==> src/rtl/ugbs_pkg.sv <==
// Shared types, codes and constants for the uniform grid bucket store.
// No dependencies; every other file imports this package.
`timescale 1ns / 1ps

package ugbs_pkg;

  localparam int MAX_CELLS_DEF     = 256;
  localparam int CELL_CAPACITY_DEF = 16;
  localparam int HANDLE_BITS_DEF   = 32;
  localparam int COORD_BITS_DEF    = 16;

  localparam int MODE_W    = 2;
  localparam int LOC_W     = 4;
  localparam int DIM_W     = 5;
  localparam int SPAN_W    = 16;
  localparam int STATUS_W  = 3;
  localparam int COUNT_W   = 5;
  localparam int IDX_W     = 10;
  localparam int IDX_CMP_W = 13;

  localparam int CFG_ADDR_W = 4;
  localparam int CFG_DATA_W = 32;

  localparam logic [CFG_ADDR_W-1:0] ADDR_COLUMNS = 4'h0;
  localparam logic [CFG_ADDR_W-1:0] ADDR_ROWS    = 4'h4;
  localparam logic [CFG_ADDR_W-1:0] ADDR_SPAN    = 4'h8;

  localparam logic [DIM_W-1:0]  COLUMNS_RST = 5'd16;
  localparam logic [DIM_W-1:0]  ROWS_RST    = 5'd16;
  localparam logic [SPAN_W-1:0] SPAN_RST    = 16'd256;

  typedef enum logic [MODE_W-1:0] {
    MODE_INSERT   = 2'd0,
    MODE_REMOVE   = 2'd1,
    MODE_CONTAINS = 2'd2,
    MODE_SIZE     = 2'd3
  } mode_t;

  typedef enum logic [STATUS_W-1:0] {
    ST_OK          = 3'd0,
    ST_NOT_FOUND   = 3'd1,
    ST_FULL        = 3'd2,
    ST_ZERO_HANDLE = 3'd3,
    ST_RANGE       = 3'd4
  } status_t;

  typedef struct packed {
    logic load;
    logic div_start;
    logic div_sel_y;
    logic cap_x;
    logic cap_y;
    logic locate;
    logic n_cap;
    logic k_clr;
    logic scan_rd;
    logic scan_cmp;
    logic ins_wr;
    logic cnt_wr;
    logic res_load;
    logic clr_wr;
  } cmd_t;

  typedef struct packed {
    logic pos_mode;
    logic is_insert;
    logic is_remove;
    logic is_contains;
    logic div_done;
    logic range_ok;
    logic h_zero;
    logic full;
    logic k_end;
    logic hit;
    logic found;
    logic out_free;
    logic clr_last;
  } sts_t;

endpackage

==> src/rtl/ugbs_ctrl.sv <==
// Controller state machine: sequences divide, locate, scan, update and result.
// Depends on ugbs_pkg; drives ugbs_dp through cmd_t and reads sts_t.
`timescale 1ns / 1ps

module ugbs_ctrl import ugbs_pkg::*; (
  input  logic clk,
  input  logic rst_n,
  input  logic in_valid,
  output logic in_ready,
  input  sts_t sts,
  output cmd_t cmd
);

  typedef enum logic [12:0] {
    S_CLEAR   = 13'b0000000000001,
    S_IDLE    = 13'b0000000000010,
    S_DIVX    = 13'b0000000000100,
    S_DIVXW   = 13'b0000000001000,
    S_DIVY    = 13'b0000000010000,
    S_DIVYW   = 13'b0000000100000,
    S_LOCATE  = 13'b0000001000000,
    S_CNTRD   = 13'b0000010000000,
    S_DECIDE  = 13'b0000100000000,
    S_SCANRD  = 13'b0001000000000,
    S_SCANCMP = 13'b0010000000000,
    S_UPDATE  = 13'b0100000000000,
    S_RESULT  = 13'b1000000000000
  } state_t;

  state_t state_r, state_nxt;

  always_ff @(posedge clk) begin
    if (!rst_n) state_r <= S_CLEAR;
    else        state_r <= state_nxt;
  end

  always_comb begin
    state_nxt = state_r;
    cmd       = '0;
    case (state_r)
      S_CLEAR: begin
        cmd.clr_wr = 1'b1;
        if (sts.clr_last) state_nxt = S_IDLE;
      end
      S_IDLE: begin
        if (in_valid) begin
          cmd.load  = 1'b1;
          state_nxt = S_DIVX;
        end
      end
      S_DIVX: begin
        if (sts.pos_mode) begin
          cmd.div_start = 1'b1;
          state_nxt     = S_DIVXW;
        end else begin
          state_nxt = S_LOCATE;
        end
      end
      S_DIVXW: begin
        if (sts.div_done) begin
          cmd.cap_x = 1'b1;
          state_nxt = S_DIVY;
        end
      end
      S_DIVY: begin
        cmd.div_start = 1'b1;
        cmd.div_sel_y = 1'b1;
        state_nxt     = S_DIVYW;
      end
      S_DIVYW: begin
        if (sts.div_done) begin
          cmd.cap_y = 1'b1;
          state_nxt = S_LOCATE;
        end
      end
      S_LOCATE: begin
        cmd.locate = 1'b1;
        state_nxt  = S_CNTRD;
      end
      S_CNTRD: state_nxt = S_DECIDE;
      S_DECIDE: begin
        cmd.n_cap = 1'b1;
        if (!sts.range_ok) begin
          state_nxt = S_RESULT;
        end else if (sts.is_insert) begin
          state_nxt = (sts.h_zero || sts.full) ? S_RESULT : S_UPDATE;
        end else if (sts.is_remove || sts.is_contains) begin
          cmd.k_clr = 1'b1;
          state_nxt = S_SCANRD;
        end else begin
          state_nxt = S_RESULT;
        end
      end
      S_SCANRD: begin
        if (sts.k_end) begin
          state_nxt = (sts.is_remove && sts.found) ? S_UPDATE : S_RESULT;
        end else begin
          cmd.scan_rd = 1'b1;
          state_nxt   = S_SCANCMP;
        end
      end
      S_SCANCMP: begin
        cmd.scan_cmp = 1'b1;
        state_nxt    = (sts.is_contains && sts.hit) ? S_RESULT : S_SCANRD;
      end
      S_UPDATE: begin
        cmd.ins_wr = sts.is_insert;
        cmd.cnt_wr = 1'b1;
        state_nxt  = S_RESULT;
      end
      S_RESULT: begin
        if (sts.out_free) begin
          cmd.res_load = 1'b1;
          state_nxt    = S_IDLE;
        end
      end
      default: state_nxt = S_IDLE;
    endcase
  end

  assign in_ready = state_r == S_IDLE;

endmodule

==> config.mk <==
export PLATFORM = sky130hd
export DESIGN_NAME = ugbs_ctrl
export DESIGN_NICKNAME = d
export VERILOG_FILES = /design/src/rtl/ugbs_pkg.sv /design/src/rtl/ugbs_ctrl.sv
export SDC_FILE = /design/constraint.sdc
export NUM_CORES = 1
export LEC_CHECK = 0
export ABC_CLOCK_PERIOD_IN_PS = 2500
export BUFFER_PORTS_ARGS = -buffer_cell sky130_fd_sc_hd__clkbuf_2
export CORE_ASPECT_RATIO = 1.75
export CORE_MARGIN = 5
export CORE_UTILIZATION = 30
export DETAILED_ROUTE_END_ITERATION = 10
export GPL_TIMING_DRIVEN = 0
export PLACE_DENSITY = 0.53
export SETUP_SLACK_MARGIN = 0.2
export SYNTH_ARGS = -nofsm -noshare
export SYNTH_HDL_FRONTEND = slang
export SYNTH_SLANG_ARGS = --single-unit
==> constraint.sdc <==
create_clock -name clk -period 2.5 [get_ports clk]
set_input_delay 0.375 -clock clk [delete_from_list [all_inputs] [get_ports clk]]
set_output_delay 0.375 -clock clk [all_outputs]
set_load 0.01 [all_outputs]
* Word-level counts from Yosys, hierarchy flattened
Index checks and enable logic that the tools add are counted.
** Storage, ports and cells
- Register bits :: 13
- Bits of input ports :: 16
- Output and inout bits :: 15
** Cells by class
- Equal/unequal tests :: 18
- Mux-type cells :: 34
- Reduce and logical (&&, ||, !) cells :: 5
** Operators with widths (number)
- $pmux W13 S13 :: 1
- $mux W13 :: 12
- $mux W1 :: 17
- $eq A13 B1 Y1 const B :: 1
- $eq A13 B10 Y1 const B :: 1
- $eq A13 B11 Y1 const B :: 1
- $eq A13 B12 Y1 const B :: 1
- $eq A13 B13 Y1 const B :: 1
- $eq A13 B2 Y1 const B :: 1
- $eq A13 B3 Y1 const B :: 1
- $eq A13 B4 Y1 const B :: 1
- $eq A13 B5 Y1 const B :: 1
- $eq A13 B6 Y1 const B :: 1
- $eq A13 B7 Y1 const B :: 1
- $eq A13 B8 Y1 const B :: 1
- $eq A13 B9 Y1 const B :: 1
- $ne A2 B2 Y1 const B :: 5
- $mux W7 :: 1
- $reduce_and A5 Y1 :: 1
- $mux W2 :: 2
- $logic_and A1 B1 Y1 :: 2
- $logic_or A1 B1 Y1 :: 2
- $pmux W1 S2 :: 1

* Longest topological paths before layout
Gate-level depths: netlist (run 1).
- Depth after elaboration :: 5
- Mapped depth :: 6
- Depth with buffers taken out :: 5

* Worst setup path after synthesis (run 1)
Ideal clock, no wire load.
- Path kind :: flip-flop to output port
- From :: register state_r[6]
- To :: output cmd[3] in the netlist's numbering
- Arrival :: 1.920 ns
- Setup slack :: 0.205 ns
- Stages on the path, launching flop included :: 6
- Cells stage by stage :: dfxtp_1 > or4_1 > buf_2 > or3_4 > nor4_2 > and2_1
** RTL lines
- start: declaration :: line ugbs_ctrl.sv:30 : state_t state_r, state_nxt;
- start signal: assignment :: line ugbs_ctrl.sv:34 : else state_r <= state_nxt;
- end: declaration :: line ugbs_ctrl.sv:11 : output cmd_t cmd

==> metrics, run 1 <==
status completed; FF-to-FF setup slack around 0.32 ns; layout cell share with drive strength beyond 1 0.5167; Leakage roughly 0.7 nW; Die X about 52 microns; # port buffers 29; slew margin rel. 0.5268; core box area just over 3000 sq um; Simple-Gate Fraction of Synth Area 0.4913; Reg with most FFs state_r; Vias/cell ~5.1; DIE AREA ~4400 sq um; Post-Syn Instances ~120; CTS Root Cell clkbuf_8; Peak VDD IR around 220 uV; Seq pwr share 0.392; Tightest Hold Check Type in2reg; Synth async-reset ratio 0; vias in the first global route around 1200; Post-synth EDFFs 0; Tot GR Track Use 0.1452; cts bufs inserted 3; Synth Cell Area roughly 940 sq um; number of DRC markers in iteration 0 25; Detailed Route WL approximately 3200 microns; GP Congestion ~0.83; endpoints failing setup 0; syn_area_per_cell between 7 and 8 sq um; clock buffer depth 2; largest net degree at the start of global routing 11; Net Sw Frac 0.2875; mux contribution to synthesized area 0; fin crit period about 2.5 ns; GR Overflow Total 0; die height around 84 microns; Max Slew Vio Count 0; max FFs per register 13; Clock Sinks 13; power share of the clock group 0.347; residual DRC count 0; endpoint type of the worst setup path output port; xor and xnor area share after synthesis 0.02804; commonest non-fill, non-tap cell in the layout buf_4; hpwl dp approximately 2200 microns; drt pass-1 iters 4; endpoints failing hold 0; Mapped Nets between 100 and 150; Area growth, synth to finish 70.36%; clock-pin slew on the worst setup and hold paths around 0.05 ns; max cap viols 0; Area after DPL between 1000 and 1500 sq um; adder-cell area share of the yosys netlist 0; CP Max Fanout 5; ANT cells 0; CTS tree yes; kind of critical path reg2out; cts hold-fix bufs 0; CP startpoint kind flip-flop; Top Ports 31; post-synthesis compound-gate area fraction 0.1415; Worst-Skew Late Latency about 0.25 ns; largest family of logic cells by synthesized area simple AND/OR/NAND/NOR gates; Sum Neg Setup Slack 0 ns; yosys warns 0; Final Skew 0.003203 ns; Worst Path Arrival roughly 2.1 ns; most frequent cells in the layout buf_4 (21), clkbuf_2 (18), nor2_1 (12); Post-DRT Antenna Nets 0; routed len/inst between 10 and 15 microns; Final nets 197; unrepaired setup endpoints after global routing true; initial antenna violation count 0; Cell Rows 27; Post-synth top flop dfxtp_1; Cell variety after synth between 40 and 50; H-tree levels 1; Combinational Power Share 0.261; Slew @ Worst Pin roughly 0.7 ns; post-synthesis sequential area ratio 0.2777; first-pass GRT wire length 5016 microns; Initial Util 0.3048; Final Cell Area 1597 sq um; register bit total from synthesis 13; f_max slightly above 0.4 GHz; internal power roughly 0.4 mW; switching power total around 0.16 mW; PwrDens around 350 nW/um^2; worst path required time 2.12 ns; biggest regs state_r (13); period utilization 0.9906; Via Count 1142
cells in the mapped netlist (3+ instances only):
library cell	instances	area [sq um]
nand4_1	3	18.77
or4_1	3	22.52
nor2_1	12	45.04
buf_2	3	15.01
dfxtp_1	13	260.3
and2_1	4	25.02
a21oi_1	6	30.03
nand3_1	6	30.03
nand2b_1	5	31.28
nor3_1	7	35.03
nor4_1	6	37.54
inv_1	8	30.03
o211ai_1	3	22.52
nand2_1	10	37.54
per-stage QoR:
step             util  setup slack, ns  power (mW)  hold slack (ns)  std cells
6_report       0.5193          0.02362      0.5589           0.3553        223
5_1_grt        0.5193         -0.04255      0.5830           0.3827        223
4_1_cts        0.4611          0.01040      0.5248           0.3557        213
3_5_place_dp   0.3696          0.05771      0.3131           0.5614        196
3_3_place_gp   0.3696          0.07435      0.3120           0.5588        196
2_1_floorplan       -           0.2053      0.2792           0.4535        124
power by group through the flow:
stage	Sequential, mW	Combinational [mW]	Clock, mW
after floorplan	0.224	0.0552	0
after global placement	0.227	0.0851	0
after detailed placement	0.227	0.0859	0
after CTS	0.222	0.108	0.195
after global routing	0.219	0.158	0.206
final	0.219	0.146	0.194
layer usage:
| layer | GRT usage | vias to the layer above | part of all wire |
|---|---|---|---|
| met4 | 0.06512 | 0 | 0.016 |
| met1 | 0.1503 | 531 | 0.38 |
| met3 | 0.03220 | 7 | 0.050 |
| li1 | - | 567 | - |
| met5 | 0 | - | 0 |
| met2 | 0.2635 | 37 | 0.56 |
worst paths after layout:
check              from     endpoint  depth (start not counted)
min reg2reg  state_r[2]   state_r[6]                          2
max reg2reg  state_r[8]   state_r[1]                          9
max          state_r[6]       cmd[3]                          6
min              sts[4]  state_r[10]                          2
final cells by class:
class | instances | area, sq um
Buffer | 6 | 52.55
Timing Repair Buffer | 52 | 350.3
Sequential cell | 13 | 277.8
Tap cell | 43 | 53.80
Multi-Input combinational cell | 97 | 787.0
Clock buffer | 4 | 45.04
Inverter | 8 | 30.03
Fill cell | 279 | 1478
worst max-delay path, cell delays in order (launching register included):
cell and delay [ns]:
dfxtp_4 0.34, or4_4 0.52, buf_6 0.14, or3_4 0.41, nor4_4 0.17, and2_1 0.15, buf_2 0.12
kinds of logic after synthesis:
kind of cell,count (synthesis)
AOI/OAI and AO/OA,20
and+or+nand+nor,74
xor gates and xnor gates,3
DFF,13
buffers and inverters,14
what timing repair did:
item | in CTS | in global routing
endpoints found under the hold margin | 0 | 0
setup buffers | 13 | 10
endpoints found under the setup margin | 13 | 13
gates resized for setup | 29 | 38
pin swaps | 14 | 14
gates cloned | 0 | 0
Power figures use the tool's default switching activity.
==> inputs of run 2 (changes only) <==
- ABC_CLOCK_PERIOD_IN_PS: 2500 -> 2600
- REMOVE_ABC_BUFFERS: default -> 1
- clock period: 2.5 -> 2.6 ns (I/O delays scaled with it)
==> run 2 against run 1 <==
Net effect:
- wire length decreased by 12%
- global-route usage decreased by 1.2 points
- setup slack improved by 0.096 ns
- hold slack improved by 0.035 ns
- first-iteration DRC count increased by 4.0%
- clock skew increased by 0.0044 ns
- highest routed layer unchanged
==> metrics, run 2 (synthesized netlist as in run 1, its figures left out) <==
status completed; max cap viols 0; cts bufs inserted 3; kind of critical path reg2out; period utilization 0.9539; core box area approximately 3100 sq um; Top Ports 31; commonest non-fill, non-tap cell in the layout clkbuf_2; Tightest Hold Check Type in2reg; fillers between 300 and 400; GP Congestion approximately 0.79; Final nets 180; endpoints failing hold 0; Post-DRT Antenna Nets 0; first-pass GRT wire length approximately 4700 microns; switching power total about 0.14 mW; Seq pwr share 0.421; biggest regs state_r (13); most frequent cells in the layout clkbuf_2 (23), nor2_1 (12), nand2_1 (10); uppermost layer routed met4; endpoint type of the worst setup path output port; final core utilization 0.4562; Leakage a little over 0.6 nW; Worst R2R Start state_r[4]; Critical Path Max Stage Delay ~0.6 ns; CTS Root Cell clkbuf_8; routed len/inst ~14 microns; Post-Place Setup Slack 0.1454 ns; Worst Path Arrival 2.09 ns; die height roughly 84 microns; fin crit period between 2 and 2.5 ns; WHS Path Cells 2; residual DRC count 0; clock buffer depth 2; metal1 wirelength between 1000 and 1500 microns; power share of the clock group 0.359; FF-to-FF setup slack about 0.54 ns; CP Max Fanout 7; vias in the first global route roughly 1100; DIE AREA 4386 sq um; Die X ~52 microns; CP Cell Sequence or4_4, or3_4, buf_6, nor4_4, buf_2; Hold Crit Endpoint state_r[10]; Area growth, synth to finish 49.67%; f_max 0.4032 GHz; Final WS setup around 0.12 ns; FF-to-FF End state_r[9]; internal power 0.3610 mW; slew margin rel. 0.6257; Worst-Skew Late Latency 0.24 ns; endpoints failing setup 0; Final Power approximately 0.5 mW; Tot GR Track Use 0.1334; # port buffers 30; initial antenna violation count 0; layout cell share with drive strength beyond 1 0.4479; unrepaired setup endpoints after global routing true; Slew @ Worst Pin 0.5606 ns; max FFs per register 13; hpwl dp about 2100 microns; Combinational Power Share 0.220; hold wc startpoint sts[4]; clock-pin slew on the worst setup and hold paths 0.06 ns; Met3 Wirelength between 150 and 200 microns; Detailed Route WL between 2000 and 3000 microns; Max Slew Vio Count 0; met2 routed WL 1516 microns; Sum Neg Setup Slack 0 ns; Final Skew about 0.0076 ns; Initial Util 0.3048; Peak VDD IR approximately 150 uV; crit path max-delay cell type or4_4; number of DRC markers in iteration 0 26; Vias/cell 5.175; CTS tree yes; worst path required time between 2 and 2.5 ns; cts hold-fix bufs 0; Clock Sinks 13; largest net degree at the start of global routing 12; WHS 0.3906 ns; drt pass-1 iters 4; Via Count 1066; H-tree levels 1; R2R depth 7; PwrDens roughly 360 nW/um^2; GR Overflow Total 0; CP startpoint kind flip-flop; Cell Rows 27; ANT cells 0; Net Sw Frac 0.2819; Reg with most FFs state_r
==> run 2: changes by cell type in the layout (fill, tap and decap cells not counted), moves of 2 or more <==
| cell | change |
|---|---|
| buf_4 | -13 |
| buf_6 | -8 |
| clkbuf_2 | +5 |
| clkbuf_1 | -2 |
| inv_1 | +2 |
| inv_2 | -2 |
| nand3_4 | -2 |
| nor4_4 | -2 |
==> run 2: final cells by class <==
class                           instances  area (sq um)  area share
Clock buffer                            3         41.29     0.02944
Clock inverter                          1         5.005    0.003568
Inverter                                8         30.03     0.02141
Multi-Input combinational cell         97         742.0      0.5290
Sequential cell                        13         277.8      0.1980
Tap cell                               43         53.80     0.03836
Timing Repair Buffer                   41         252.7      0.1802
==> run 2: worst max-delay path, delay by kind of cell (launching register included) <==
| kind | cells | cell delay, ns |
|---|---|---|
| simple gates | 3 | 1.18 |
| buf+inv | 2 | 0.31 |
| flops | 1 | 0.34 |
==> run 2: metrics by stage <==
step	cell area, sq um	cells
3_5_place_dp	1114	191
4_1_cts	1276	200
5_1_grt	1403	206
2_1_floorplan	909.6	118
3_3_place_gp	1114	191
6_report	1403	206
==> run 2: what timing repair did <==
item                                    in CTS  in global routing
pin swaps                                    6                  7
resized for setup                           18                 21
buffers inserted                             5                  6
endpoints found under the setup margin      13                 10
==> run 2: how the worst max path moves through the flow <==
stage / depth (start not counted) / startpoint / end
2_1_floorplan: 4 / state_r[1] / cmd[3]
3_3_place_gp: 5 / state_r[1] / cmd[12]
3_5_place_dp: 5 / state_r[1] / cmd[12]
4_1_cts: 6 / state_r[0] / cmd[6]
5_1_grt: 5 / state_r[4] / cmd[4]
6_report: 5 / state_r[4] / cmd[4]
==> run 2: layer usage <==
layer / global-route usage / up-vias
li1: - / 530
met2: 0.2474 / 37
met4: 0.04186 / 0
met3: 0.02862 / 6
met1: 0.1421 / 493
met5: 0 / -
==> run 2: power groups by stage <==
stage	clock network, mW	registers [mW]	logic, mW
6_report	0.180	0.212	0.111
5_1_grt	0.198	0.213	0.122
4_1_cts	0.189	0.212	0.101
3_5_place_dp	0	0.218	0.0818
3_3_place_gp	0	0.219	0.0814
2_1_floorplan	0	0.215	0.0513
